**config.mk**
```make
export PLATFORM = sky130hd
export DESIGN_NAME = sci_coef
export DESIGN_NICKNAME = d
export VERILOG_FILES = /design/src/sv/sci_pkg.sv /design/src/sv/sci_coef.sv
export SDC_FILE = /design/constraint.sdc
export NUM_CORES = 1
export LEC_CHECK = 0
export ABC_AREA = 1
export ABC_CLOCK_PERIOD_IN_PS = 3900
export BUFFER_PORTS_ARGS = -buffer_cell sky130_fd_sc_hd__buf_2
export CAP_MARGIN = 20
export CORE_ASPECT_RATIO = 2
export CORE_MARGIN = 8
export CORE_UTILIZATION = 33
export CTS_CLUSTER_SIZE = 12
export DETAILED_ROUTE_END_ITERATION = 8
export PLACE_DENSITY = 0.52
export SYNTH_ARGS = -nofsm -noshare
export SYNTH_HDL_FRONTEND = slang
export SYNTH_SLANG_ARGS = --single-unit
```
**constraint.sdc**
```tcl
create_clock -name clock -period 3.9 [get_ports clock]
set_clock_uncertainty 0.2 [all_clocks]
set_input_delay 0.975 -clock clock [delete_from_list [all_inputs] [get_ports clock]]
set_output_delay 0.975 -clock clock [all_outputs]
set_load 0.01 [all_outputs]
```
**src/sv/sci_pkg.sv**
```systemverilog
package sci_pkg;

   localparam int CoordWidthDefault = 16;

   typedef struct packed {
      logic a_pos;
      logic c_pos;
      logic t1;
      logic t2;
   } sci_flags_type;

endpackage

```
**src/sv/sci_coef.sv**
```systemverilog
module sci_coef
   import sci_pkg::*;
#(
   parameter int COORD_WIDTH = CoordWidthDefault
) (
   input  logic                            clock,
   input  logic                            reset,
   input  logic                            prod_valid,
   input  logic signed [2*COORD_WIDTH+1:0] dxx,
   input  logic signed [2*COORD_WIDTH+1:0] dyy,
   input  logic signed [2*COORD_WIDTH+1:0] fxdx,
   input  logic signed [2*COORD_WIDTH+1:0] fydy,
   input  logic signed [2*COORD_WIDTH+1:0] fxx,
   input  logic signed [2*COORD_WIDTH+1:0] fyy,
   input  logic        [2*COORD_WIDTH-1:0] rr,
   output logic                            coef_valid,
   output sci_flags_type                   flags,
   output logic        [2*COORD_WIDTH+1:0] a_mag,
   output logic        [2*COORD_WIDTH+1:0] h_mag,
   output logic        [2*COORD_WIDTH+1:0] c_mag
);

   localparam int W = COORD_WIDTH;
   localparam int S = 2 * W + 4;
   localparam int M = 2 * W + 2;

   logic                v3_ff, v4_ff;
   logic signed [S-1:0] a_in, h_in, c_in;
   logic signed [S-1:0] a_ff, h_ff, c_ff;
   logic signed [S-1:0] ah_sum, g_sum, h_neg;
   logic                h_le0, c_le0;
   sci_flags_type       flags_in, flags_ff;
   logic [M-1:0]        a_mag_ff, h_mag_in, h_mag_ff, c_mag_ff;

   // stage 3: quadratic coefficients, b = 2h
   assign a_in = S'(dxx) + S'(dyy);
   assign h_in = S'(fxdx) + S'(fydy);
   assign c_in = S'(fxx) + S'(fyy) - $signed({{(S - 2 * W){1'b0}}, rr});

   // stage 4: root position tests by sign, magnitudes for the discriminant
   assign ah_sum = a_ff + h_ff;
   assign g_sum  = ah_sum + h_ff + c_ff;
   assign h_neg  = -h_ff;
   assign h_le0  = h_ff[S-1] || (h_ff == '0);
   assign c_le0  = c_ff[S-1] || (c_ff == '0);

   always_comb begin
      flags_in.a_pos = (a_ff != '0);
      flags_in.c_pos = !c_le0;
      flags_in.t2    = (h_le0 || c_le0) && !ah_sum[S-1] && !g_sum[S-1];
      flags_in.t1    = h_le0 && !c_ff[S-1] &&
                       (!ah_sum[S-1] || g_sum[S-1] || (g_sum == '0));
   end

   assign h_mag_in = h_ff[S-1] ? h_neg[M-1:0] : h_ff[M-1:0];

   always_ff @(posedge clock) begin
      if (reset) begin
         v3_ff <= 1'b0;
         v4_ff <= 1'b0;
      end else begin
         v3_ff <= prod_valid;
         v4_ff <= v3_ff;
      end
   end

   always_ff @(posedge clock) begin
      a_ff     <= a_in;
      h_ff     <= h_in;
      c_ff     <= c_in;
      flags_ff <= flags_in;
      a_mag_ff <= a_ff[M-1:0];
      h_mag_ff <= h_mag_in;
      c_mag_ff <= c_ff[M-1:0];
   end

   assign coef_valid = v4_ff;
   assign flags      = flags_ff;
   assign a_mag      = a_mag_ff;
   assign h_mag      = h_mag_ff;
   assign c_mag      = c_mag_ff;

endmodule

```
==> After elaboration in Yosys (flattened, before gate mapping) <==
Cells that the tools add are included.
{ "word_totals": {"reg_bits": 214, "inputBits": 239, "output_inout_bits": 107, "elab_cells": 38} }
{ "classes": {"add_sub_neg": 8, "muxes": 1, "reduce_logical": 17} }
{ "ops": {"columns": ["op", "count"], "rows": [
  ["$logic_not 36->1", 3],
  ["$add 34x34->35", 3],
  ["$add 35x35->36", 1],
  ["$add 36x35->36", 1],
  ["$add 36x36->36", 1],
  ["$reduce_bool 36->1", 1],
  ["$sub 35x33->36", 1],
  ["$mux 34", 1],
  ["$neg 34->34", 1],
  ["$logic_or 1x1->1", 5],
  ["$logic_and 1x1->1", 4],
  ["$logic_not 1->1", 4]
]} }

==> Depth between registers and ports, before layout <==
{ "logic_depth": {"ltp_word": 6, "mapped_depth": 30, "mapped_depth_nobuf": 30} }

==> Worst setup path before layout <==
No wires, ideal clock.
{ "synth_path": {"path_kind": "reg-to-reg", "startpoint": "register a_ff[0]", "endpoint": "register flags_ff, in the netlist flags[1]", "arrival_ns": 3.985, "t_required_ns": 3.583, "slack_ns": -0.402, "stages_incl_launch_ff": 29, "n_path_buf": 0, "synth_period_minus_slack_ns": 4.302, "path_cell_list": "dfxtp_1 ha_1 fa_1 nand3_1 nand2_1 a21oi_2 inv_1 nand2_1 nand2_2 a21oi_2 o21ai_2 a21oi_2 o21ai_1 xor2_1 fa_1 ha_1 nand2_1 inv_1 nand2_1 nand2_1 o21bai_1 a21oi_1 nand2_1 a21oi_1 inv_1 nand2_1 nand2_1 nor2_1 a21oi_1"} }
{ "synth_rtl": {"columns": ["element", "line", "text"], "rows": [
  ["from (decl)", "sci_coef.sv:29", "logic signed [S-1:0] a_ff, h_ff, c_ff;"],
  ["from (signal assigned)", "sci_coef.sv:68", "a_ff <= a_in;"],
  ["to (signal assigned)", "sci_coef.sv:71", "flags_ff <= flags_in;"],
  ["to (decl)", "sci_coef.sv:32", "sci_flags_type flags_in, flags_ff;"]
]} }

==> summary.log <==
[status] run status finished, violations left
[status] violated checks negative setup slack
[worst_setup_path] CP endpoint kind register
[sta] Max Fclk 219 MHz
[sta] Min Clock Period, post-route 4.57 ns
[die] Vert. Die Dim 338 um
[place] number of port buffers 345
[cts] Root Driver sky130_fd_sc_hd__clkbuf_16
[place] GPL Wtd Cong 0.930
[place] HPWL reported at the end of detailed placement 61,800 um
[synthesis] most common flop cell mapped by yosys sky130_fd_sc_hd__dfxtp_1
[worst_setup_path] highest net fanout along the worst path 3
[cts] Worst-path clk slew 0.06 ns
[synthesis] Async SR Flop Fraction 0%
[cts] total number of clock tree sinks 214
[worst_setup_path] reg2reg end flags[1]
[synthesis] average cell area after synthesis 7.29 um^2
[drt] total wirelength of the detailed-routed design 69,400 um
[sta] Hold Violations, Final 0
[die] area of the die 0.0598 mm^2
[die] area of the placeable core 0.0515 mm^2
[worst_setup_path] delay of the slowest critical-path stage 0.41 ns
[worst_setup_path] start of the worst register-to-register path a_ff[12]
[global_routing] wire length of the first global-routing pass 105,000 um
[finish] relative area change from synthesis to final layout 35.6%
[hold_path] hold_sp a_ff[24]
[sta] number of failing setup endpoints in the final timing report 2
[finish] fraction of final layout cells sized beyond drive strength 1 28.6%
[sta] unrepaired setup endpoints after global routing true
[sta] Worst Max-Slew Pin Slew 0.669 ns
[cts] clock latency on the worst-skew pair 0.54 ns
[finish] leading cell type in the layout, fill and taps excluded sky130_fd_sc_hd__nand2_1
[global_routing] aggregate global routing overflow 0
[worst_setup_path] Worst EP arrival 4.82 ns
[synthesis] area share of the largest cell type after synthesis 25.0%
[drt] TritonRoute pass-1 iters 7
[cts] cts bufs inserted 22
[global_routing] number of global-route vias before repair 18,900
[global_routing] antenna violations before repair 1
[cts] H-tree level count 1
[synthesis] top area cells in the synthesized netlist sky130_fd_sc_hd__dfxtp_1, sky130_fd_sc_hd__ha_1, sky130_fd_sc_hd__nand2_1
[worst_setup_path] cell at the slowest stage of the critical path sky130_fd_sc_hd__fa_1
[drt] routed length per placed instance 18.9 um
[worst_setup_path] Most common cell on crit path sky130_fd_sc_hd__a21oi_1
[job] number of max-cap violations 0
[synthesis] number of enable flip-flop cells after synthesis 0
[global_routing] maximum number of pins on one net before global-route repair 23
[die] number of primary I/O pins 346
[worst_setup_path] timing endpoint of the critical path flags[1]
[die] number of cell rows 118
[worst_setup_path] series of cell instances along the critical path ha_1, a21oi_1, o21ai_0, a21oi_1, nand3_2, a31oi_4, o21bai_1, a21oi_1, xor2_1, buf_4, fa_1, ha_1, a21oi_2, a21boi_2, o21ai_0, nor2_1, nand3_1, xor2_1, nor2_1, nand4_1, a21oi_1
[worst_setup_path] R2R Setup Slk -0.67 ns
[global_routing] overall fraction of global-route tracks in use 22.9%
[synthesis] Cell Area, Synth 0.0171 mm^2
[synthesis] synthesized netlist net count 2,830
[cts] Clock Path Buffers 3
[synthesis] Distinct cells, synth 53
[sta] number of max-slew violations in the final report 0
[worst_setup_path] startpoint kind of the worst setup timing path register
[synthesis] Yosys reg bits 214
[finish] Post-layout nets 3,495
[sta] worst hold margin 0.193 ns
[cts] CTS Hold Buffers Added 0
[drt] antenna violation net count after detailed routing 0
[sta] tightest slew margin relative to the limit 55.3%
[worst_setup_path] number of cells on the worst reg-to-reg path 21
[synthesis] Yosys warning total 0
[finish] leading cell types in the layout, fill and taps excluded sky130_fd_sc_hd__nand2_1, sky130_fd_sc_hd__inv_1, sky130_fd_sc_hd__buf_2
[synthesis] post-synthesis instance total 2,345
[worst_setup_path] timing startpoint of the critical path a_ff[12]
[drt] number of DRC markers after the initial detailed-route iteration 688
[die] starting density of the core 33.2%
[sta] final clock period utilization by the worst path 117%
[cts] clock tree from TritonCTS yes
[drt] total DRC errors in the routed layout 0
[sta] Setup TNS Final -1.23 ns
[sta] minimum setup slack in the final design -0.668 ns
[drt] vias per cell 4.79
[hold_path] Min-Delay Path Class register to register
[synthesis] sequential area share after synthesis 25.0%
[die] Die Wd 177 um
[worst_setup_path] Crit path required time 4.15 ns
[worst_setup_path] category of the critical setup timing path register to register
[synthesis] biggest area consumer among synthesized cells sky130_fd_sc_hd__dfxtp_1
[drt] via count 17,600
==> worst min-delay path by stage <==
stage / endpoint / slack (ns) / cells past startpoint
global placement: coef_valid / 0.20 / 2
floorplan: c_mag[2] / 0.15 / 0
global route: a_mag[24] / 0.20 / 0
CTS: a_mag[24] / 0.21 / 0
finish: a_mag[24] / 0.19 / 0
detailed placement: a_mag[24] / 0.20 / 0
==> registers in the layout (all words and copies together), names as in the netlist <==
signal,count
h_ff,35
coef_valid,1
flags,4
c_ff,36
v3_ff,1
h_mag,34
c_mag,34
a_mag,34
a_ff,35
==> per-layer routing <==
layer	routed length [um]	vias to the layer above	share of wire [%]	GRT usage [%]
met1	23900	8121	34	21.8
met4	3660	0	5.3	11.5
met3	2770	149	4.0	2.48
met5	0	-	0	0
li1	-	8868	-	-
met2	39100	478	56	46.6
==> kinds of logic after synthesis <==
logic type / share of synthesized area (%)
AND/OR/NAND/NOR: 20.9
buffers and inverters: 9.71
AO/OA/AOI/OAI: 14.6
adder cells (fa/ha/maj): 21.1
flip-flops: 25.0
XOR/XNOR: 8.65
==> through the flow <==
step,setup slack (ns),cells,cell area (um^2),util (%)
after floorplan,-0.240,2345,17200,-
after global placement,-0.896,3639,22000,42.7
after detailed placement,-0.951,3639,22000,42.7
after CTS,-0.753,3671,22800,44.3
after global routing,-1.00,3676,23200,45.0
final,-0.668,3677,23200,45.0
==> final cells by class <==
type	count	area [um^2]
Fill cell	5291	28300
Multi-Input combinational cell	1689	11800
Sequential cell	214	4290
Timing Repair Buffer	645	3980
Inverter	438	1650
Tap cell	660	826
Clock buffer	28	613
Clock inverter	2	46.3
Antenna cell	1	2.50
==> cells in the mapped netlist, types with 2 or more instances <==
master / n
sky130_fd_sc_hd__nand2_1: 476
sky130_fd_sc_hd__inv_1: 435
sky130_fd_sc_hd__dfxtp_1: 214
sky130_fd_sc_hd__nor2_1: 202
sky130_fd_sc_hd__a21oi_1: 196
sky130_fd_sc_hd__ha_1: 176
sky130_fd_sc_hd__xor2_1: 98
sky130_fd_sc_hd__o21ai_0: 82
sky130_fd_sc_hd__xnor2_1: 71
sky130_fd_sc_hd__fa_1: 70
sky130_fd_sc_hd__nand3_1: 70
sky130_fd_sc_hd__a31oi_1: 29
sky130_fd_sc_hd__nor3_1: 25
sky130_fd_sc_hd__nor4_1: 25
sky130_fd_sc_hd__nand4_1: 20
sky130_fd_sc_hd__a21o_1: 17
sky130_fd_sc_hd__o21ai_1: 17
sky130_fd_sc_hd__o21ai_2: 13
sky130_fd_sc_hd__a21oi_2: 12
sky130_fd_sc_hd__nand2_2: 10
sky130_fd_sc_hd__a21boi_1: 6
sky130_fd_sc_hd__nand3_2: 6
sky130_fd_sc_hd__nand3b_1: 6
sky130_fd_sc_hd__o211ai_1: 6
sky130_fd_sc_hd__o21bai_1: 6
sky130_fd_sc_hd__o221ai_1: 6
sky130_fd_sc_hd__a21boi_2: 5
sky130_fd_sc_hd__nor2_2: 5
sky130_fd_sc_hd__o21a_1: 5
sky130_fd_sc_hd__o31ai_1: 5
sky130_fd_sc_hd__a21boi_0: 3
sky130_fd_sc_hd__inv_2: 3
sky130_fd_sc_hd__a211oi_1: 2
sky130_fd_sc_hd__a21oi_4: 2
sky130_fd_sc_hd__clkbuf_1: 2
sky130_fd_sc_hd__o211ai_2: 2
==> critical path, delay by kind of cell, from the launching register on <==
kind | cells | cell delay [ns]
buffers and inverters | 1 | 0.16
AO/OA/AOI/OAI | 10 | 1.71
AND/OR/NAND/NOR | 5 | 0.63
adder cells (fa/ha/maj) | 3 | 1.08
XOR/XNOR | 2 | 0.38
flip-flops | 1 | 0.33
==> timing repair <==
| action | 4_1_cts | 5_1_grt |
|---|---|---|
| pin swaps | 11 | 46 |
| setup buffers | 2 | 5 |
| hold endpoints to repair | 0 | 0 |
| gates resized for setup | 34 | 78 |
| setup endpoints to repair | 2 | 2 |
Power is left out: the tool's default activity adds up to more than one toggle a clock period on the data nets, which glitch-free logic cannot reach.
